$ cat config.mk
export PLATFORM = sky130hd
export DESIGN_NAME = cclin_queue
export DESIGN_NICKNAME = d
export VERILOG_FILES = /design/src/sv/cclin_pkg.sv /design/src/sv/cclin_queue.sv
export SDC_FILE = /design/constraint.sdc
export NUM_CORES = 1
export LEC_CHECK = 0
export BUFFER_PORTS_ARGS = -buffer_cell sky130_fd_sc_hd__buf_4
export CAP_MARGIN = 0
export CORE_MARGIN = 3
export CORE_UTILIZATION = 61
export CTS_BUF_LIST = sky130_fd_sc_hd__clkbuf_8 sky130_fd_sc_hd__clkbuf_16
export DETAILED_ROUTE_END_ITERATION = 8
export HOLD_SLACK_MARGIN = 0.08
export PLACE_DENSITY_LB_ADDON = 0.25
export SETUP_SLACK_MARGIN = 0.4
export SLEW_MARGIN = 30
export SYNTH_ARGS = -nofsm -noshare
export SYNTH_HDL_FRONTEND = slang
export SYNTH_SLANG_ARGS = --single-unit
$ cat constraint.sdc
create_clock -name i_clk -period 25 [get_ports i_clk]
set_clock_uncertainty 0.15 [all_clocks]
set_input_delay 5 -clock i_clk [delete_from_list [all_inputs] [get_ports i_clk]]
set_output_delay 5 -clock i_clk [all_outputs]
set_load 0.005 [all_outputs]
$ cat src/sv/cclin_pkg.sv
package cclin_pkg;

    localparam int IN_TDATA_W  = 288;
    localparam int OUT_TDATA_W = 312;
    localparam int OUT_TUSER_W = 1;
    localparam int SQRT_LAT    = 32;
    localparam int DIV_LAT     = 48;
    localparam int QUEUE_DEPTH = 4;

    typedef logic signed [31:0] t_q;
    typedef logic [15:0]        t_weight;

    typedef enum logic [1:0] {
        CFG_CONTOUR  = 2'd0,
        CFG_LAG      = 2'd1,
        CFG_PROGRESS = 2'd2
    } t_cfg_idx;

    localparam t_weight WEIGHT_ONE = 16'd256;

    localparam logic signed [63:0] QMAX64 = 64'sh0000_0000_7FFF_FFFF;
    localparam logic signed [63:0] QMIN64 = -64'sh0000_0000_8000_0000;

    typedef struct packed {
        t_weight cw;
        t_weight lw;
        t_weight pw;
    } t_weights;

    typedef struct packed {
        logic deg;
        t_q   px;
        t_q   py;
        t_q   ps;
        t_q   dx;
        t_q   dy;
        t_q   ddx;
        t_q   ddy;
        t_q   ex;
        t_q   ey;
    } t_job;

    typedef struct packed {
        logic        vld;
        logic        deg;
        t_q          px;
        t_q          py;
        t_q          ps;
        t_q          dx;
        t_q          dy;
        t_q          ex;
        t_q          ey;
        t_q          num;
        logic [30:0] n;
        t_q          sn;
        t_q          cs;
        t_q          k;
    } t_ctx;

    typedef struct packed {
        logic        deg;
        logic [16:0] speed;
        t_q          lin_s;
        t_q          lin_y;
        t_q          lin_x;
        t_q          quad_ss;
        t_q          quad_ys;
        t_q          quad_yy;
        t_q          quad_xs;
        t_q          quad_xy;
        t_q          quad_xx;
    } t_res;

    function automatic logic signed [63:0] ext64(input t_q x);
        return {{32{x[31]}}, x};
    endfunction

    function automatic t_q sat64(input logic signed [63:0] x);
        if (x > QMAX64) begin
            return 32'sh7FFF_FFFF;
        end else if (x < QMIN64) begin
            return 32'sh8000_0000;
        end
        return x[31:0];
    endfunction

    // Q16.16 product, floor rounding
    function automatic t_q fmul(input t_q a, input t_q b);
        logic signed [63:0] p;
        p = a * b;
        return sat64(p >>> 16);
    endfunction

    // Q16.16 times unsigned Q8.8 weight
    function automatic t_q wmul(input t_q a, input t_weight w);
        logic signed [48:0] p;
        logic signed [48:0] s;
        p = a * $signed({1'b0, w});
        s = p >>> 8;
        return sat64({{15{s[48]}}, s});
    endfunction

endpackage

$ cat src/sv/cclin_queue.sv
module cclin_queue #(
    parameter int DEPTH = cclin_pkg::QUEUE_DEPTH
) (
    input  logic            i_clk,
    input  logic            i_rst_n,
    input  logic            i_valid,
    output logic            o_ready,
    input  cclin_pkg::t_job i_job,
    output logic            o_valid,
    input  logic            i_pop,
    output cclin_pkg::t_job o_job
);
    import cclin_pkg::*;

    localparam int AW = $clog2(DEPTH);
    localparam int CW = $clog2(DEPTH + 1);

    t_job            r_mem [DEPTH];
    logic [AW-1:0]   r_wp;
    logic [AW-1:0]   r_rp;
    logic [CW-1:0]   r_cnt;
    logic            push;

    function automatic logic [AW-1:0] nxt(input logic [AW-1:0] p);
        return (p == AW'(DEPTH - 1)) ? '0 : p + 1'b1;
    endfunction

    assign o_ready = r_cnt != CW'(DEPTH);
    assign o_valid = r_cnt != '0;
    assign o_job   = r_mem[r_rp];
    assign push    = i_valid && o_ready;

    always_ff @(posedge i_clk) begin
        if (!i_rst_n) begin
            r_wp  <= '0;
            r_rp  <= '0;
            r_cnt <= '0;
        end else begin
            if (push) begin
                r_wp <= nxt(r_wp);
            end
            if (i_pop) begin
                r_rp <= nxt(r_rp);
            end
            case ({push, i_pop})
                2'b10:   r_cnt <= r_cnt + 1'b1;
                2'b01:   r_cnt <= r_cnt - 1'b1;
                default: r_cnt <= r_cnt;
            endcase
        end
    end

    always_ff @(posedge i_clk) begin
        if (push) begin
            r_mem[r_wp] <= i_job;
        end
    end

endmodule

==> results of run 1 <==
## layer usage
metal | vias up | share of wire | track usage
met5 | - | 0.00062 | 0
met4 | 10 | 0.047 | 0.1079
met3 | 208 | 0.092 | 0.08641
met2 | 862 | 0.52 | 0.4158
met1 | 10200 | 0.35 | 0.3125
li1 | 8126 | - | -
## synth_stat cells, drive strengths merged
master	n	area (um^2)
nor3b	1	7.510
xnor2	1	8.760
clkbuf	11	41.29
nor2	1	3.750
or3	2	12.51
and3	4	25.02
inv	6	22.52
edfxtp	1156	34710
a21boi	1	7.510
fa	1	20.02
nand4	1	6.260
or3b	1	8.760
mux2i	2	20.02
o21ai	3	15.01
buf	55	431.7
nor2b	2	12.51
and2	3	21.27
xor2	1	8.760
ha	6	75.07
mux4	289	6509
nand2	4	15.01
o21a	1	7.510
dfxtp	9	180.2
## worst min-delay path, cell delays in order (launching register included)
cell and delay (ps):
dfxtp_1 310, mux2i_1 120, nor2b_1 70
## through the flow
stage	hold WS [ps]	worst slack (ps)	instance area [um^2]	total power, uW
global placement	326.7	16210	47460	2833
detailed placement	349.3	16470	47500	2852
global route	424.1	15480	51260	4573
floorplan	316.9	12540	42170	2621
finish	358.7	15910	51280	4426
CTS	362.2	15790	51040	4460
## cells in the final DEF, fill, tap and decap left out, types with 2 or more instances in the layout
cell / instances
buf_4: 596
dfxtp_1: 7
edfxtp_1: 1156
inv_6: 4
clkinvlp_4: 6
and3_4: 4
and2_1: 2
nor2b_1: 2
or3_1: 2
buf_16: 6
buf_12: 6
clkinv_16: 2
bufinv_16: 12
clkinv_2: 14
dfxtp_4: 2
nand2_1: 4
diode_2: 17
clkbuf_16: 111
mux2i_1: 2
mux4_2: 289
inv_1: 37
o21ai_0: 3
ha_1: 6
clkinv_1: 20
buf_6: 4
## flip-flops by register name (all words and copies together) (netlist names), named ones only
signal and cells:
r_cnt 3, r_rp 2, r_mem 1156, r_wp 2
## how the worst max path moves through the flow
stage,slack [ps],cells after the start,end
final,15910,5,o_job[71]
after global routing,15480,5,o_job[142]
after CTS,15790,4,o_job[142]
after detailed placement,16470,4,o_job[71]
after global placement,16210,4,o_job[63]
after floorplan,12540,1,r_mem[3][0]
## cell type report
class	count	area, um^2
Sequential cell	1165	34900
Fill cell	3483	16600
Multi-Input combinational cell	324	6804
Timing Repair Buffer	612	4805
Clock buffer	111	2778
Tap cell	921	1152
Clock inverter	90	770.7
Antenna cell	17	42.54
Inverter	6	22.52
## cell families after synthesis
family	after synthesis	synth area share
flip-flops	1165	0.8274
multiplexers	291	0.1548
adder cells (fa/ha/maj)	7	0.002255
AO/OA/AOI/OAI	5	0.0007121
buffers and inverters	72	0.01175
XOR/XNOR	2	0.0004154
AND/OR/NAND/NOR	19	0.002670
## report_power, final
part | internal [uW] | leakage [uW] | switching, uW
clock | 929 | 0.00183 | 680
sequential | 2300 | 0.0107 | 37.8
combinational | 244 | 0.00472 | 240
total | 3470 | 0.0172 | 958
==> impl_metrics.py, run 1 <==
metrics = {
    "timing": {
        "slew_viol_final": 0,
        "rsz0062_at_grt": "no",
        "worst_slew_pin_slew_ps": 979.6,
        "fmax_mhz": 110.0,
        "finalSetupViolCount": 0,
        "hold_viol_final": 0,
        "period_minus_slack_ps": 9087,
        "totalNegativeSetupSlack_ps": 0,
        "period_share": 0.3635,
        "max_slew_margin": 0.3469,
    },
    "floorplanning": {
        "die_area_um2": 72330,
        "coreArea_um2": 67870,
        "row_count": 95,
        "chipWidth_um": 268.9,
        "num_io_pins": 584,
        "initial_core_util": 0.6214,
        "fp.dieH_um": 268.9,
    },
    "global_routing": {
        "grt.overflow.total": 0,
        "grt_max_degree": 157,
        "grt_antenna_before_repair": 21,
        "gr-usage-all-layers": 0.2532,
        "grt_pass1_wl_mm": 133.1,
        "grt_pass1_vias": 20422,
    },
    "final_layout": {
        "fin_util": 0.7555,
        "fin_cells": 3246,
        "nets": 2518,
        "syn_to_final_growth_pct": 21.58,
        "drive_gt1_frac": 0.4584,
    },
    "clock_network": {
        "clock_path_buffers": 3,
        "cts_tree": "yes",
        "post-cts-setup-buffers": 0,
        "cts_buffers": 109,
        "cts_num_sinks": 1165,
        "cts.root.buffer_cell": "clkbuf_16",
        "clk_latency_ps": 660,
        "clkTransAtPathRegs_ps": 60,
        "htree_levels": 3,
        "ctsResizeCount": 0,
        "ctsHoldBuffers": 0,
    },
    "synthesis": {
        "netlist_instances": 1561,
        "synth_area_per_cell_um2": 27.02,
        "synth_seq_area_share": 0.8274,
        "yosys_register_bits": 1165,
        "yosysUniqueCellTypes": 25,
        "yosysWarnings": 0,
        "syn_nets": 1861,
        "netlist_area_um2": 42170,
    },
    "power_and_ir_drop": {
        "ir_drop_v": 0.00006575,
        "p_leak_uw": 0.01723,
        "p_per_area_nw_per_um2": 86.32,
    },
    "worst_setup_path": {
        "arrival_ps": 3940,
        "rrSetupSlack_ps": 21520,
        "worstPathMaxFanout": 73,
        "setup.worst_path.class": "register to output port",
        "r2r-start": "r_cnt[0]",
        "required_ps": 19850,
        "crit_buf_inv": 4,
        "cp_top_family": "buffers and inverters",
        "end_kind": "output port",
        "cp_slowest_stage_delay_ps": 870,
        "cp_cell_sequence": "buf_6 -> buf_12 -> buf_16 -> mux4_2 -> buf_4",
        "cpMaxStageDelayCell": "dfxtp_4",
        "rr_endpoint": "r_mem[2][209]",
        "r2r_cells": 4,
        "cp-start-kind": "register",
    },
    "worst_hold_path": {
        "hold_path_class": "register to register",
        "min_delay_path_depth": 2,
        "min-delay-start": "r_rp[1]",
    },
    "run_status": {
        "outcome": "finished, final reports clean",
    },
    "drt": {
        "wirelength_mm": 91.38,
        "postRouteAntennaNets": 0,
        "routedWlPerCell_um": 28.15,
        "first_pass_iters": 5,
        "drc": 0,
        "vias": 19406,
        "routed_via_density": 5.978,
        "drt_iter0_drc": 1576,
    },
    "place": {
        "dpl.hpwl_mm": 54.77,
        "finalWeightedCongestion": 0.7789,
        "portBuffers": 583,
        "dpl.cell_count": 3021,
    },
    "run": {
        "cap_violations": 0,
    },
}
Note: power is estimated with default switching activity, not from simulation.
==> run 2, diff against run 1 <==
CORE_UTILIZATION = 51   (was 61)
clock period = 7.7 ns   (was 25 ns; I/O delays follow)
==> run 2 against run 1 <==
Cell count increased by 4.1%. Die area increased by 19%. Wire length decreased by 3.5%. Core utilization decreased by 12 points. Clock-buffer cell count increased by 5. Combinational power increased to 3.2 times the previous value. Sequential power increased to 3.2 times the previous value. Critical path depth decreased by 1. Flip-flop and latch count unchanged. Setup slack got worse by 13000 ps. Critical path type unchanged. Largest power group unchanged.
==> impl_metrics.py, run 2 (synthesized netlist as in run 1, its figures left out) <==
metrics = {
    "global_routing": {
        "grt_antenna_before_repair": 17,
        "grt.overflow.total": 0,
        "gr-usage-all-layers": 0.2036,
        "grt_pass1_wl_mm": 129.9,
        "grt_pass1_vias": 19984,
        "grt_max_degree": 148,
    },
    "floorplanning": {
        "row_count": 104,
        "fp.dieH_um": 293.6,
        "initial_core_util": 0.5194,
        "die_area_um2": 86180,
        "coreArea_um2": 81200,
        "num_io_pins": 584,
        "chipWidth_um": 293.6,
    },
    "run": {
        "cap_violations": 0,
    },
    "worst_setup_path": {
        "cp-start-kind": "register",
        "crit_end": "o_job[247]",
        "end_kind": "output port",
        "crit_buf_inv": 3,
        "cpMaxStageDelayCell": "dfxtp_4",
        "r2r-start": "r_cnt[0]",
        "r2r_cells": 4,
        "worstPathMaxFanout": 74,
        "rr_endpoint": "r_mem[1][3]",
        "arrival_ps": 3230,
        "cp_top_family": "buffers and inverters",
        "cp_cell_sequence": "buf_12 -> buf_16 -> mux4_2 -> buf_4",
        "required_ps": 6010,
        "crit_cells": 4,
        "rrSetupSlack_ps": 4760,
        "setup.worst_path.class": "register to output port",
        "cp_slowest_stage_delay_ps": 870,
    },
    "final_layout": {
        "syn_to_final_growth_pct": 22.03,
        "fin_util": 0.6338,
        "stdcell_area_um2": 51460,
        "nets": 2518,
        "layout_commonest_cell": "edfxtp_1",
        "fillers": 5346,
        "fin_cells": 3380,
        "regMostFlops": "r_mem",
        "regArea_um2": 34900,
        "drive_gt1_frac": 0.4562,
        "mostFrequentLayoutCells": "edfxtp_1, buf_4, mux4_2",
        "multiInputGateArea_um2": 6804,
        "largest_reg_flops": 1156,
        "reg_top3": "r_mem: 1156 flops, r_cnt: 3 flops",
    },
    "place": {
        "dpl.hpwl_mm": 53.99,
        "place_area_um2": 47740,
        "finalWeightedCongestion": 0.7538,
        "dpl.cell_count": 3157,
        "portBuffers": 583,
    },
    "run_status": {
        "outcome": "finished, final reports clean",
    },
    "timing": {
        "period_minus_slack_ps": 4917,
        "hold_viol_final": 0,
        "rsz0062_at_grt": "no",
        "worst_slew_pin_slew_ps": 893.1,
        "finalSetupViolCount": 0,
        "totalNegativeSetupSlack_ps": 0,
        "timing.hold.ws_ps": 370.4,
        "max_slew_margin": 0.4046,
        "period_share": 0.6386,
        "fmax_mhz": 203.4,
        "slew_viol_final": 0,
    },
    "drt": {
        "first_pass_iters": 7,
        "routedWlPerCell_um": 26.09,
        "drt_iter0_drc": 1388,
        "wirelength_mm": 88.19,
        "postRouteAntennaNets": 0,
        "drc": 0,
        "vias": 18780,
        "routed_via_density": 5.556,
    },
    "power_and_ir_drop": {
        "ir_drop_v": 0.0002146,
        "p_per_area_nw_per_um2": 276.9,
        "p_leak_uw": 0.01725,
    },
    "clock_network": {
        "clock_path_buffers": 3,
        "clk_latency_ps": 650,
        "cts_buffers": 113,
        "htree_levels": 3,
        "clkTransAtPathRegs_ps": 60,
        "post-cts-setup-buffers": 0,
        "cts.root.buffer_cell": "clkbuf_16",
        "cts_num_sinks": 1165,
        "cts_tree": "yes",
        "ctsResizeCount": 0,
        "ctsHoldBuffers": 0,
    },
    "worst_hold_path": {
        "hold_path_class": "register to register",
        "min_delay_path_depth": 2,
    },
}
==> run 2: where the power goes <==
group	total [uW]	internal (uW)	switching, uW
clock	5140	2920	2220
combinational	1550	787	765
sequential	7560	7460	106
==> run 2: area by class of cell <==
class                      instances  share of cell area
sequential                      1165              0.6782
antenna                           14           0.0006808
tap                             1060             0.02577
multi-input combinational        324              0.1322
clock buffer                     116             0.05641
timing repair buffer             608             0.09409
inverter                           6           0.0004376
clock inverter                    87             0.01221
==> run 2: stage by stage <==
step                setup WS, ps  total power, uW
finish                      2783            14250
global route                2485            14770
CTS                         2706            14400
detailed placement          3451             9267
global placement            3436             9221
floorplan                   2058             8432
==> run 2: per-layer routing <==
layer / track usage / vias to the layer above / wire, um
li1: - / 8123 / -
met4: 0.07181 / 8 / 2671
met1: 0.2490 / 9875 / 31610
met3: 0.06742 / 155 / 7448
met5: 0 / - / 57
met2: 0.3433 / 619 / 46400
==> run 2: worst min-delay path, stage by stage, from the launching register on <==
cell and delay [ps]:
dfxtp_1 340, nand2_1 70, o21ai_0 60
==> run 2: how the worst min path moves through the flow <==
stage              from        to  slack [ps]
4_1_cts         r_wp[0]   r_wp[0]         380
2_1_floorplan  r_cnt[2]  r_cnt[2]         320
3_3_place_gp    r_wp[1]   r_wp[1]         320
3_5_place_dp    r_wp[0]   r_wp[0]         370
5_1_grt         r_wp[0]   r_wp[0]         400
6_report        r_wp[0]   r_wp[0]         370
==> run 3, diff against run 2 <==
clock period = 4.2 ns   (was 7.7 ns; I/O delays follow)
==> run 3 against run 2 <==
Via count grew 1.7%. Cell count grew 1.1%. Clock-buffer cell count shrank 3. Combinational power grew 90%. Wire length grew 2.6%. Die area is the same. Flip-flop and latch count is the same. Critical path depth is the same. Core utilization grew 0.54 points. Global-route usage grew 0.69 points. First-iteration DRC count shrank 5.8%. Largest cell class unchanged.
==> impl_metrics.py, run 3 (synthesized netlist as in run 1, its figures left out) <==
metrics = {
    "timing": {
        "worst_slew_pin_slew_ps": 928.6,
        "timing.hold.ws_ps": 217.3,
        "slew_viol_final": 0,
        "period_minus_slack_ps": 3648,
        "max_slew_margin": 0.3810,
        "hold_viol_final": 0,
        "finalSetupViolCount": 0,
        "rsz0062_at_grt": "no",
        "totalNegativeSetupSlack_ps": 0,
        "period_share": 0.8686,
        "fmax_mhz": 274.1,
    },
    "floorplanning": {
        "fp.dieH_um": 293.6,
        "row_count": 104,
        "coreArea_um2": 81200,
        "die_area_um2": 86180,
        "initial_core_util": 0.5194,
        "num_io_pins": 584,
        "chipWidth_um": 293.6,
    },
    "worst_setup_path": {
        "cpMaxStageDelayCell": "mux4_2",
        "cp_slowest_stage_delay_ps": 610,
        "crit_cells": 4,
        "cp_cell_sequence": "buf_12 -> buf_16 -> mux4_2 -> buf_4",
        "arrival_ps": 2660,
        "rrSetupSlack_ps": 1550,
        "worstPathMaxFanout": 52,
        "cp-start-kind": "register",
        "crit_buf_inv": 3,
        "cp_top_family": "buffers and inverters",
        "required_ps": 3210,
        "end_kind": "output port",
        "r2r_cells": 9,
        "setup.worst_path.class": "register to output port",
    },
    "final_layout": {
        "layout_commonest_cell": "edfxtp_1",
        "syn_to_final_growth_pct": 23.07,
        "mostFrequentLayoutCells": "edfxtp_1, buf_4, mux4_2",
        "reg_top3": "r_mem: 1156 flops, r_cnt: 3 flops",
        "drive_gt1_frac": 0.4659,
        "regMostFlops": "r_mem",
        "fillers": 5293,
        "nets": 2551,
        "largest_reg_flops": 1156,
        "fin_cells": 3417,
    },
    "drt": {
        "drc": 0,
        "routed_via_density": 5.591,
        "routedWlPerCell_um": 26.47,
        "drt_iter0_drc": 1308,
        "vias": 19103,
        "postRouteAntennaNets": 0,
        "first_pass_iters": 4,
        "wirelength_mm": 90.45,
    },
    "clock_network": {
        "cts_tree": "yes",
        "clock_path_buffers": 3,
        "post-cts-setup-buffers": 0,
        "clkTransAtPathRegs_ps": 60,
        "ctsResizeCount": 0,
        "cts_num_sinks": 1165,
        "cts.root.buffer_cell": "clkbuf_16",
        "htree_levels": 3,
        "clk_latency_ps": 660,
        "cts_buffers": 112,
        "ctsHoldBuffers": 0,
    },
    "run": {
        "cap_violations": 0,
    },
    "place": {
        "portBuffers": 583,
        "finalWeightedCongestion": 0.7937,
        "dpl.hpwl_mm": 59.05,
        "dpl.cell_count": 3197,
    },
    "power_and_ir_drop": {
        "ir_drop_v": 0.0005150,
        "p_per_area_nw_per_um2": 510.9,
        "p_leak_uw": 0.01744,
    },
    "run_status": {
        "outcome": "finished, final reports clean",
    },
    "global_routing": {
        "grt_antenna_before_repair": 16,
        "grt.overflow.total": 0,
        "grt_max_degree": 64,
        "grt_pass1_vias": 20534,
        "grt_pass1_wl_mm": 133.8,
        "gr-usage-all-layers": 0.2105,
    },
    "worst_hold_path": {
        "hold_path_class": "primary input to register",
        "min_delay_path_depth": 1,
    },
}
-- run 3: final timing paths --
check | start | to
max | register | o_job[244]
min | i_job[54] | r_mem[2][54]
max reg2reg | r_cnt[1] | r_cnt[2]
min reg2reg | r_wp[1] | r_wp[1]
-- run 3: cell type report --
class,instances,area (um^2),area share
multi-input cells,324,6804,0.1311
clock buffers,113,2828,0.05448
repair buffers,642,5181,0.09983
flip-flops and latches,1165,34900,0.6724
well taps,1060,1326,0.02555
diodes,13,32.53,0.0006268
clock inverters,94,807.0,0.01555
inverters,6,22.52,0.0004339
-- run 3: where the power goes --
part / leakage (uW) / internal (uW) / switching (uW)
combinational: 0.00491 / 1500 / 1450
clock: 0.00185 / 5580 / 4150
sequential: 0.0107 / 13700 / 185
-- run 3: layer usage --
| layer | part of all wire | GRT usage | wire length [um] | up-vias |
|---|---|---|---|---|
| met2 | 0.52 | 0.3544 | 47310 | 632 |
| li1 | - | - | - | 8193 |
| met1 | 0.37 | 0.2618 | 33320 | 10116 |
| met4 | 0.032 | 0.08106 | 2893 | 8 |
| met3 | 0.076 | 0.06009 | 6880 | 154 |
| met5 | 0.00054 | 0 | 49 | - |
-- run 3: metrics by stage --
step | setup slack [ps] | util | instance area [um^2] | power (uW)
5_1_grt | 400.0 | 0.6391 | 51890 | 27490
3_3_place_gp | 1182 | 0.5939 | 48220 | 17000
6_report | 551.9 | 0.6392 | 51900 | 26520
4_1_cts | 434.6 | 0.6387 | 51860 | 26830
3_5_place_dp | 1159 | 0.5939 | 48220 | 17100
2_1_floorplan | -740.1 | - | 42180 | 15450
