### src/sv/cclin_pkg.sv
package cclin_pkg;

    localparam int IN_TDATA_W  = 288;
    localparam int OUT_TDATA_W = 312;
    localparam int OUT_TUSER_W = 1;
    localparam int SQRT_LAT    = 32;
    localparam int DIV_LAT     = 48;
    localparam int QUEUE_DEPTH = 4;

    typedef logic signed [31:0] t_q;
    typedef logic [15:0]        t_weight;

    typedef enum logic [1:0] {
        CFG_CONTOUR  = 2'd0,
        CFG_LAG      = 2'd1,
        CFG_PROGRESS = 2'd2
    } t_cfg_idx;

    localparam t_weight WEIGHT_ONE = 16'd256;

    localparam logic signed [63:0] QMAX64 = 64'sh0000_0000_7FFF_FFFF;
    localparam logic signed [63:0] QMIN64 = -64'sh0000_0000_8000_0000;

    typedef struct packed {
        t_weight cw;
        t_weight lw;
        t_weight pw;
    } t_weights;

    typedef struct packed {
        logic deg;
        t_q   px;
        t_q   py;
        t_q   ps;
        t_q   dx;
        t_q   dy;
        t_q   ddx;
        t_q   ddy;
        t_q   ex;
        t_q   ey;
    } t_job;

    typedef struct packed {
        logic        vld;
        logic        deg;
        t_q          px;
        t_q          py;
        t_q          ps;
        t_q          dx;
        t_q          dy;
        t_q          ex;
        t_q          ey;
        t_q          num;
        logic [30:0] n;
        t_q          sn;
        t_q          cs;
        t_q          k;
    } t_ctx;

    typedef struct packed {
        logic        deg;
        logic [16:0] speed;
        t_q          lin_s;
        t_q          lin_y;
        t_q          lin_x;
        t_q          quad_ss;
        t_q          quad_ys;
        t_q          quad_yy;
        t_q          quad_xs;
        t_q          quad_xy;
        t_q          quad_xx;
    } t_res;

    function automatic logic signed [63:0] ext64(input t_q x);
        return {{32{x[31]}}, x};
    endfunction

    function automatic t_q sat64(input logic signed [63:0] x);
        if (x > QMAX64) begin
            return 32'sh7FFF_FFFF;
        end else if (x < QMIN64) begin
            return 32'sh8000_0000;
        end
        return x[31:0];
    endfunction

    // Q16.16 product, floor rounding
    function automatic t_q fmul(input t_q a, input t_q b);
        logic signed [63:0] p;
        p = a * b;
        return sat64(p >>> 16);
    endfunction

    // Q16.16 times unsigned Q8.8 weight
    function automatic t_q wmul(input t_q a, input t_weight w);
        logic signed [48:0] p;
        logic signed [48:0] s;
        p = a * $signed({1'b0, w});
        s = p >>> 8;
        return sat64({{15{s[48]}}, s});
    endfunction

endpackage

### src/sv/cclin_front.sv
module cclin_front (
    input  logic                           i_clk,
    input  logic                           i_rst_n,
    input  logic                           i_tvalid,
    output logic                           o_tready,
    input  logic [cclin_pkg::IN_TDATA_W-1:0] i_tdata,
    output logic                           o_valid,
    input  logic                           i_ready,
    output cclin_pkg::t_job                o_job
);
    import cclin_pkg::*;

    logic r_v;
    t_job r_job;
    t_job n_job;
    t_q   rx;
    t_q   ry;

    assign o_tready = !r_v || i_ready;
    assign o_valid  = r_v;
    assign o_job    = r_job;

    always_comb begin
        n_job.px  = t_q'(i_tdata[31:0]);
        n_job.py  = t_q'(i_tdata[63:32]);
        n_job.ps  = t_q'(i_tdata[95:64]);
        rx        = t_q'(i_tdata[127:96]);
        ry        = t_q'(i_tdata[159:128]);
        n_job.dx  = t_q'(i_tdata[191:160]);
        n_job.dy  = t_q'(i_tdata[223:192]);
        n_job.ddx = t_q'(i_tdata[255:224]);
        n_job.ddy = t_q'(i_tdata[287:256]);
        n_job.deg = (n_job.dx == '0) && (n_job.dy == '0);
        n_job.ex  = sat64(ext64(n_job.px) - ext64(rx));
        n_job.ey  = sat64(ext64(n_job.py) - ext64(ry));
    end

    always_ff @(posedge i_clk) begin
        if (!i_rst_n) begin
            r_v <= 1'b0;
        end else if (o_tready) begin
            r_v <= i_tvalid;
        end
    end

    always_ff @(posedge i_clk) begin
        if (o_tready && i_tvalid) begin
            r_job <= n_job;
        end
    end

endmodule

### config.mk
export PLATFORM = sky130hd
export DESIGN_NAME = cclin_front
export DESIGN_NICKNAME = d
export VERILOG_FILES = /design/src/sv/cclin_pkg.sv /design/src/sv/cclin_front.sv
export SDC_FILE = /design/constraint.sdc
export NUM_CORES = 1
export LEC_CHECK = 0
export BUFFER_PORTS_ARGS = -buffer_cell sky130_fd_sc_hd__buf_2
export CELL_PAD_IN_SITES_DETAIL_PLACEMENT = 1
export CELL_PAD_IN_SITES_GLOBAL_PLACEMENT = 1
export CORE_AREA = 8 8 221 223
export CTS_BUF_LIST = sky130_fd_sc_hd__clkbuf_16
export DETAILED_ROUTE_END_ITERATION = 10
export DIE_AREA = 0 0 229 231
export PLACE_DENSITY_LB_ADDON = 0.1
export REMOVE_ABC_BUFFERS = 1
export SKIP_LAST_GASP = 1
export SYNTH_ARGS = -nofsm -noshare
export SYNTH_HDL_FRONTEND = slang
export SYNTH_SLANG_ARGS = --single-unit
### constraint.sdc
create_clock -name i_clk -period 11.4 [get_ports i_clk]
set_clock_uncertainty 0.05 [all_clocks]
set_input_delay 0 -clock i_clk [delete_from_list [all_inputs] [get_ports i_clk]]
set_output_delay 0 -clock i_clk [all_outputs]
set_load 0.005 [all_outputs]
==> impl_metrics.py, run 1 <==
metrics = {
    "critical_path": {
        "required_ns": 11.52,
        "critPathMaxFanout": 69,
        "cp_data_arrival_time_ns": 3.87,
        "setup.worst_path.end_class": "flop",
        "timing.critical_path.from_type": "flop",
        "path_class": "reg -> reg",
    },
    "global_route": {
        "first_global_vias": 12250,
        "grt_remaining_overflow": 0,
        "grt_pass1_wl_um": 79700,
        "antenna_found_initial": 10,
        "global_route.usage.total_pct": 19.61,
        "grt_start_max_net_pins": 78,
    },
    "floorplan": {
        "placementRows": 78,
        "dieWidth_um": 229,
        "initial_util_pct": 29.40,
        "design.core.area_um2": 45090,
        "io-pin-count": 583,
        "design.die.area_um2": 52900,
        "die-height_um": 231,
    },
    "power_and_ir_drop": {
        "report.power.total_mw": 3.041,
        "powerDensity_nw_per_um2": 149.6,
        "leakagePower_nw": 8.719,
        "peakVddDrop_uv": 110.2,
    },
    "final_layout": {
        "layout-drive-gt1-share_pct": 37.16,
        "post-route-util_pct": 45.08,
        "layout.cells.most_common": "buf_2",
        "finalInstanceArea_um2": 20330,
        "finish.cell_count_without_fillers": 2421,
        "mostFrequentLayoutCells": "582 x buf_2, 289 x edfxtp_1, 229 x dlygate4sd3_1",
        "flow.area_growth_from_synthesis_pct": 53.36,
        "num-nets-final": 2144,
    },
    "routing": {
        "drt_iter0_markers": 500,
        "avgRoutedWirePerCell_um": 22.43,
        "drtPass1Iterations": 4,
        "detail_route.wirelength_um": 54290,
        "route.detailed.vias_per_inst": 4.618,
        "postRouteAntennaNets": 0,
        "drcViolationCount": 0,
        "via_count": 11180,
    },
    "synth": {
        "syn_area_per_cell_um2": 13.89,
        "register_bit_count_reported_by_yosys": 290,
        "mappedNetlistArea_um2": 13250,
        "asyncSetResetFlopFracSynth_pct": 0,
        "synth_enable_flop_cells": 289,
        "synth_cell_types": 66,
        "netlist_instances": 954,
        "synth-seq-area-share_pct": 65.63,
        "synthFlopType": "edfxtp_1",
        "ys_warn_count": 0,
    },
    "sta": {
        "report.final.slew_viol_count": 0,
        "post-route-min-period_ns": 3.758,
        "hold_viol": 0,
        "worstMarginPinSlew_ns": 0.9502,
        "final.period_utilization_pct": 32.96,
        "fmaxAchievable_ghz": 0.2661,
        "max-slew-margin-rel_pct": 36.65,
        "tns_ns": 0,
        "setup_viol": 0,
        "rsz0062_at_grt": "false",
    },
    "clock_network": {
        "clock_path_buffers": 3,
        "clk_transition_reported_paths_ns": 0.05,
        "tritoncts": "yes",
        "cts-resized-gates": 0,
        "clkLatencyLatePin_ns": 0.53,
        "cts_max_level": 2,
        "clock-root-buffer": "clkbuf_16",
        "cts_made_buffers": 37,
        "cts_num_sinks": 290,
    },
    "placed_design": {
        "port_bufs": 582,
        "routabilityCongestion": 0.8465,
        "placement.cell_area_um2": 16850,
        "place_inst": 2118,
        "post-dp-hpwl_um": 40280,
    },
    "job": {
        "cap_viol_max_count": 0,
    },
    "worst_hold_path": {
        "holdCritPathClass": "in -> reg",
    },
    "status": {
        "outcome": "complete, no violations",
    },
}
==> synth_stat cells (6+ instances only) <==
master | n | area [um^2]
and2_1 | 6 | 37.54
a21oi_1 | 80 | 400.4
xor2_1 | 22 | 192.7
a211oi_1 | 9 | 67.56
buf_6 | 6 | 67.56
nand2_1 | 41 | 153.9
o21ai_2 | 16 | 140.1
nor2_1 | 31 | 116.4
o21bai_1 | 6 | 45.04
edfxtp_1 | 289 | 8678
a31oi_1 | 6 | 37.54
nor4_1 | 17 | 106.4
maj3_1 | 31 | 310.3
o211ai_1 | 7 | 52.55
inv_1 | 84 | 315.3
ha_1 | 64 | 800.8
nand4_1 | 12 | 75.07
nand2b_1 | 11 | 68.82
and3_1 | 8 | 50.05
clkbuf_1 | 10 | 37.54
o21ai_0 | 40 | 200.2
nand3_1 | 14 | 70.07
a21o_1 | 30 | 225.2
xnor2_1 | 33 | 289.0
buf_2 | 9 | 45.04
==> worst max-delay path: stages, from the launching register on <==
cell and delay, ns:
dfxtp_1 0.31, nand2b_1 0.10, and2_4 0.48, buf_4 0.64
buf_4 0.80, buf_4 0.84
==> final timing paths <==
path,startpoint,slack [ns],cells past startpoint,end
worst max-delay path,o_valid,7.64,5,o_job[189]
worst min-delay path,i_tvalid,0.03,2,o_job[261]
worst max register to register,o_valid,7.64,5,o_job[189]
worst min register to register,o_valid,0.92,2,o_job[261]
==> power breakdown <==
group	total [mW]	switching (mW)	internal, mW
clock	1.13	0.470	0.661
combinational	0.598	0.328	0.270
sequential	1.31	0.0220	1.29
==> through the flow <==
step,hold slack (ns),setup WS [ns]
CTS,0.007619,7.595
finish,0.03090,7.642
floorplan,0.04887,3.665
global placement,0.1272,7.679
detailed placement,0.1285,7.583
global route,0.03822,7.350
==> layer usage <==
metal	global-route usage [%]	up-vias	part of all wire, %
met4	6.097	6	2.6
met5	0	-	0.085
met1	21.91	5386	38
li1	-	5296	-
met2	35.36	398	52
met3	6.132	95	7.0
==> what timing repair did <==
item | in CTS | in global routing
hold buffers | 229 | 0
hold endpoints to repair | 230 | 0
setup endpoints to repair | 0 | 0
setup buffers | 0 | 0
==> kinds of logic (layout without fill, tap and decap cells) <==
family	count (synthesis)	count (layout)	share of synthesized area, %
flops	290	290	65.63
compound gates	241	241	12.18
simple gates	159	159	6.127
buf+inv	109	969	3.512
fa+ha+maj	98	98	8.770
xor+xnor	55	55	3.634
mux	2	2	0.1510
other cells	0	7	0
==> layout make-up <==
class,instances,area (um^2)
timing repair buffer,818,5258
sequential,290,8698
tap,600,750.7
clock buffer,37,925.9
fill,4954,24760
antenna,7,17.52
multi-input combinational,555,4125
inverter,84,315.3
clock inverter,30,235.2
==> state kept, by name, summed over array words and instances (netlist names) <==
signal / count
o_valid: 1
o_job: 289
Note: power is estimated with default switching activity, not from simulation.
==> run 2, diff against run 1 <==
Settings changed: ABC_AREA set to 1, CORE_AREA 8 8 221 223 to 8 8 219 221, DIE_AREA 0 0 229 231 to 0 0 227 229.
Clock period 11.4 ns to 3.5 ns, I/O delays scaled along.
==> impl_metrics.py, run 2 <==
metrics = {
    "status": {
        "outcome": "complete, no violations",
    },
    "floorplan": {
        "dieWidth_um": 227,
        "placementRows": 78,
        "die-height_um": 229,
        "io-pin-count": 583,
        "initial_util_pct": 31.37,
        "design.core.area_um2": 44700,
        "design.die.area_um2": 51980,
    },
    "power_and_ir_drop": {
        "power.share.switching_pct": 28.18,
        "peakVddDrop_uv": 305.7,
        "powerDensity_nw_per_um2": 471.9,
        "leakagePower_nw": 10.42,
        "switch_pwr_mw": 2.816,
        "internal_power_mw": 7.177,
        "power.sequential.fraction_pct": 42.8,
        "power.clock.fraction_pct": 36.8,
        "power_share_of_the_combinational_group_pct": 20.4,
    },
    "final_layout": {
        "largest_register_ff_count": 289,
        "layout.filler_cells": 5247,
        "num-nets-final": 2615,
        "layout-drive-gt1-share_pct": 28.31,
        "flow.area_growth_from_synthesis_pct": 51.06,
        "seq_area_um2": 8698,
        "mostFrequentLayoutCells": "582 x buf_2, 515 x nand2_1, 289 x edfxtp_1",
        "layout.cells.most_common": "buf_2",
        "multiInputGateArea_um2": 4353,
        "post-route-util_pct": 47.38,
    },
    "sta": {
        "hold_viol": 0,
        "setup_viol": 0,
        "post-route-min-period_ns": 2.790,
        "rsz0062_at_grt": "false",
        "fmaxAchievable_ghz": 0.3584,
        "worstMarginPinSlew_ns": 0.9402,
        "final.period_utilization_pct": 79.72,
        "max-slew-margin-rel_pct": 36.74,
        "report.final.slew_viol_count": 0,
        "timing.final.ws_setup_ns": 0.7099,
        "tns_ns": 0,
    },
    "critical_path": {
        "required_ns": 3.71,
        "timing.critical_path.slowest_cell_delay_ns": 0.55,
        "cp_data_arrival_time_ns": 3.00,
        "crit-reg2reg-capture": "o_job[100]",
        "r2r_start": "o_valid",
        "setup.worst_path.end_class": "flop",
        "r2r_slack_ns": 1.69,
        "path_class": "in -> reg",
        "timing.critical_path.from_type": "primary input",
        "critPathMaxFanout": 31,
        "crit_top_cell": "nand2_1",
        "worstRegToRegCells": 2,
        "critical_path.slowest_cell": "dlygate4sd3_1",
        "timing.critical_path.cells": "dlygate4sd3_1 > buf_2 > inv_1 > ha_1 > inv_1 > fa_1 > nand3_1 > nand3_1 > nand2_1 > nand2_1 > nand2_1 > nand2_2 > nand2_1 > nand3_1 > nand2_2 > nand2_2 > nand2_1 > nand2_1",
    },
    "placed_design": {
        "post-dp-hpwl_um": 48780,
        "preCtsSetupSlack_ns": 0.7714,
        "routabilityCongestion": 0.8528,
        "port_bufs": 582,
    },
    "synth": {
        "synth-seq-area-share_pct": 62.04,
        "asyncSetResetFlopFracSynth_pct": 0,
        "synthFlopType": "edfxtp_1",
        "syn_area_per_cell_um2": 9.929,
        "ys_warn_count": 0,
        "synth_cell_types": 26,
        "synth_enable_flop_cells": 289,
        "mappedNetlistArea_um2": 14020,
        "post-synth-top-count-cell": "nand2_1",
        "register_bit_count_reported_by_yosys": 290,
        "netlist_instances": 1412,
        "yosys-top-cells-count": "515 x nand2_1, 289 x edfxtp_1, 235 x inv_1, 92 x nor2_1, 64 x ha_1",
        "yosysTopAreaCellShare_pct": 61.90,
        "largest_cells_by_area_after_synthesis": "edfxtp_1 62%, nand2_1 14%, inv_1 6.3%",
        "netlist.top_cell.by_area": "edfxtp_1",
    },
    "clock_network": {
        "cts_num_sinks": 290,
        "tritoncts": "yes",
        "cts_max_level": 2,
        "clkLatencyLatePin_ns": 0.53,
        "clock-root-buffer": "clkbuf_16",
        "cts_made_buffers": 36,
        "clock_path_buffers": 3,
        "cts-resized-gates": 0,
        "clk_transition_reported_paths_ns": 0.06,
        "cts.repair_timing.setup_buffer_count": 0,
        "hold_buffers": 232,
    },
    "worst_hold_path": {
        "hold_depth": 6,
        "hold_path.startpoint": "i_tdata[105]",
        "worst_hold_path.endpoint": "o_job[41]",
        "holdCritPathClass": "in -> reg",
    },
    "routing": {
        "drt_iter0_markers": 679,
        "postRouteAntennaNets": 0,
        "via_count": 13200,
        "detail_route.wirelength_um": 64910,
        "drcViolationCount": 0,
        "route.detailed.vias_per_inst": 4.557,
        "avgRoutedWirePerCell_um": 22.41,
        "drtPass1Iterations": 4,
    },
    "global_route": {
        "first_global_vias": 14250,
        "grt_start_max_net_pins": 132,
        "grt_pass1_wl_um": 94190,
        "antenna_found_initial": 12,
        "global_route.usage.total_pct": 24.12,
        "grt_remaining_overflow": 0,
    },
    "job": {
        "cap_viol_max_count": 0,
    },
}
==> run 2: cell types whose count changed after synthesis, moves of 11 or more <==
cell / delta
nand2_1: +474
inv_1: +151
nor2_1: +61
o21ai_0: -36
xnor2_1: -33
maj3_1: -31
nand3_1: +26
a21o_1: -24
a21oi_1: -23
o21ai_2: -16
nand2b_1: -11
o21bai_1: +11
==> run 2: cell families after synthesis <==
| group | after synthesis | share of synthesized area (%) |
|---|---|---|
| flops | 290 | 62.04 |
| xor+xnor | 32 | 1.999 |
| buf+inv | 250 | 6.988 |
| fa+ha+maj | 66 | 5.997 |
| simple gates | 688 | 19.45 |
| compound gates | 86 | 3.525 |
==> run 2: per-stage QoR <==
step	instances	power, mW	area, um^2	hold WS (ns)
2_1_floorplan	1400	5.328	13930	0.04613
3_3_place_gp	2587	6.109	17680	0.1271
3_5_place_dp	2587	6.151	17680	0.1286
4_1_cts	2882	10.08	21140	0.05222
5_1_grt	2891	10.44	21170	0.1064
6_report	2896	9.993	21180	0.08661
==> run 2: worst max-delay path, delay by kind of cell <==
kind	cells	cell delay, ns
fa+ha+maj	2	0.55
buf+inv	4	0.83
simple gates	12	1.61
==> run 2: final cells by class <==
cell class | count | area share (%)
clock inverter | 27 | 1.117
multi-input combinational | 872 | 20.55
timing repair buffer | 819 | 25.07
antenna | 14 | 0.1654
sequential | 290 | 41.07
inverter | 238 | 4.218
clock buffer | 36 | 4.254
tap | 600 | 3.545
==> run 2: power by group through the flow <==
stage | Combinational (mW) | Sequential, mW | Clock (mW)
2_1_floorplan | 0.847 | 4.48 | 0
3_3_place_gp | 1.78 | 4.33 | 0
3_5_place_dp | 1.81 | 4.34 | 0
4_1_cts | 2.05 | 4.27 | 3.76
5_1_grt | 2.25 | 4.30 | 3.89
6_report | 2.04 | 4.27 | 3.68
==> run 2: layer usage <==
| metal | vias up | GRT usage (%) | share of wire, % |
|---|---|---|---|
| met2 | 435 | 42.59 | 50 |
| met3 | 124 | 6.160 | 7.3 |
| met4 | 2 | 11.37 | 5.0 |
| met1 | 6348 | 26.73 | 38 |
| li1 | 6287 | - | - |
| met5 | - | 0 | 0.015 |
==> run 2: how the worst max path moves through the flow <==
stage | end | cells past startpoint | slack (ns) | from
2_1_floorplan | o_job[0] | 1 | -11.79 | o_valid
3_3_place_gp | o_job[53] | 17 | 0.86 | i_tdata[0]
3_5_place_dp | o_job[60] | 17 | 0.77 | i_tdata[0]
4_1_cts | o_job[60] | 18 | 0.76 | i_tdata[0]
6_report | o_job[60] | 18 | 0.71 | i_tdata[0]
5_1_grt | o_job[37] | 18 | 0.44 | i_tdata[0]
==> run 3, diff against run 2 <==
Settings changed: ABC_AREA 1 to 0, CORE_AREA 8 8 219 221 to 8 8 222 224, DIE_AREA 0 0 227 229 to 0 0 230 232.
Clock period 3.5 ns to 2.3 ns, I/O delays scaled along.
==> impl_metrics.py, run 3 (same netlist as run 1, synthesis figures left out) <==
metrics = {
    "status": {
        "outcome": "finished with violations",
        "violated_checks": "setup timing",
    },
    "power_and_ir_drop": {
        "leakagePower_nw": 9.974,
        "peakVddDrop_uv": 647.0,
        "power_share_of_the_combinational_group_pct": 24.7,
        "switch_pwr_mw": 4.335,
        "power.sequential.fraction_pct": 40.9,
        "power.clock.fraction_pct": 34.4,
        "internal_power_mw": 11.59,
        "power.share.switching_pct": 27.22,
        "powerDensity_nw_per_um2": 697.1,
    },
    "floorplan": {
        "die-height_um": 232,
        "design.core.area_um2": 45860,
        "design.die.area_um2": 53360,
        "io-pin-count": 583,
        "dieWidth_um": 230,
        "placementRows": 79,
        "initial_util_pct": 28.90,
    },
    "global_route": {
        "grt_start_max_net_pins": 48,
        "first_global_vias": 13620,
        "global_route.usage.total_pct": 20.92,
        "antenna_found_initial": 10,
        "grt_pass1_wl_um": 85460,
        "grt_remaining_overflow": 0,
    },
    "clock_network": {
        "clock-root-buffer": "clkbuf_16",
        "clk_transition_reported_paths_ns": 0.06,
        "clkLatencyLatePin_ns": 0.53,
        "cts_num_sinks": 290,
        "clock_path_buffers": 3,
        "cts_made_buffers": 37,
        "cts_max_level": 2,
        "tritoncts": "yes",
    },
    "critical_path": {
        "critPathMaxFanout": 6,
        "timing.critical_path.from_type": "primary input",
        "required_ns": 2.52,
        "path_class": "in -> reg",
        "setup.worst_path.end_class": "flop",
        "worstRegToRegCells": 4,
        "cp_data_arrival_time_ns": 2.57,
    },
    "final_layout": {
        "layout-drive-gt1-share_pct": 48.47,
        "num-nets-final": 2362,
        "mostFrequentLayoutCells": "566 x buf_2, 289 x edfxtp_1, 231 x dlygate4sd3_1",
        "layout.cells.most_common": "buf_2",
        "post-route-util_pct": 49.80,
        "layout.filler_cells": 4954,
        "flow.area_growth_from_synthesis_pct": 72.34,
        "finish.cell_count_without_fillers": 2645,
        "largest_register_ff_count": 289,
    },
    "sta": {
        "max-slew-margin-rel_pct": 59.10,
        "fmaxAchievable_ghz": 0.4260,
        "report.final.slew_viol_count": 0,
        "final.period_utilization_pct": 102.1,
        "setup_viol": 31,
        "worstMarginPinSlew_ns": 0.6130,
        "post-route-min-period_ns": 2.348,
        "rsz0062_at_grt": "true",
        "tns_ns": -0.8670,
        "hold_viol": 0,
        "timing.final.ws_setup_ns": -0.04762,
    },
    "routing": {
        "route.detailed.vias_per_inst": 4.591,
        "detail_route.wirelength_um": 58210,
        "drcViolationCount": 0,
        "postRouteAntennaNets": 0,
        "drtPass1Iterations": 5,
        "via_count": 12140,
        "drt_iter0_markers": 548,
        "avgRoutedWirePerCell_um": 22.01,
    },
    "placed_design": {
        "preCtsSetupSlack_ns": -0.9913,
        "port_bufs": 582,
        "post-dp-hpwl_um": 42410,
        "routabilityCongestion": 0.8390,
        "place_inst": 2320,
    },
    "worst_hold_path": {
        "holdCritPathClass": "in -> reg",
        "hold_depth": 5,
    },
    "job": {
        "cap_viol_max_count": 0,
    },
}
==> run 3: path summary, 6_finish.rpt <==
kind	from	endpoint	slack [ns]
setup / recovery	i_tdata[0]	o_job[41]	-0.05
setup reg to reg	o_valid	o_job[186]	0.66
hold / removal	i_tdata[36]	o_job[4]	0.07
hold reg to reg	o_valid	o_job[34]	0.83
==> run 3: power by group through the flow <==
stage               logic (mW)  registers (mW)  clock network (mW)
finish                    3.94            6.51                5.48
global route              4.27            6.54                5.81
CTS                       3.79            6.50                5.65
detailed placement        3.15            6.60                   0
global placement          3.10            6.59                   0
floorplan                 1.30            6.75                   0
==> run 3: metrics by stage <==
stage	instance area (um^2)	total power, mW	hold slack, ns
after global routing	22840	16.62	0.08535
after floorplan	13100	8.050	0.04887
final	22840	15.92	0.07195
after detailed placement	18480	9.752	0.1284
after CTS	22470	15.94	0.01787
after global placement	18480	9.696	0.1268
==> run 3: worst max-delay path: stages <==
cell and delay (ns):
buf_8 0.10, inv_4 0.04, ha_4 0.13, inv_4 0.03
fa_2 0.40, a21o_1 0.20, a221oi_2 0.26, a211o_1 0.20
and2_4 0.19, o31ai_4 0.07, a211oi_2 0.29, nor2_4 0.15
clkbuf_16 0.19, maj3_2 0.29
==> run 3: area by class of cell <==
| type | instances | area, um^2 | share of cell area [%] |
|---|---|---|---|
| clock inverter | 28 | 168.9 | 0.7395 |
| antenna | 6 | 15.01 | 0.06573 |
| inverter | 84 | 325.3 | 1.424 |
| timing repair buffer | 1034 | 7300 | 31.96 |
| sequential | 290 | 8698 | 38.08 |
| tap | 607 | 759.5 | 3.325 |
| multi-input combinational | 557 | 4599 | 20.14 |
| clock buffer | 39 | 975.9 | 4.273 |
==> run 3: metal layers <==
metal  track usage [%]  share of wire (%)  vias to the layer above
met4             7.286                2.9                        6
met1             22.64                 37                     5925
met2             38.92                 54                      394
li1                  -                  -                     5720
met3             5.570                6.3                       98
met5                 0              0.081                        -
==> run 3: repair_timing <==
item	CTS	global route
hold buffers	231	0
endpoints found under the hold margin	235	0
cloned	8	2
resized for setup	54	101
setup buffers	8	6
pin swaps	22	61
endpoints found under the setup margin	62	62
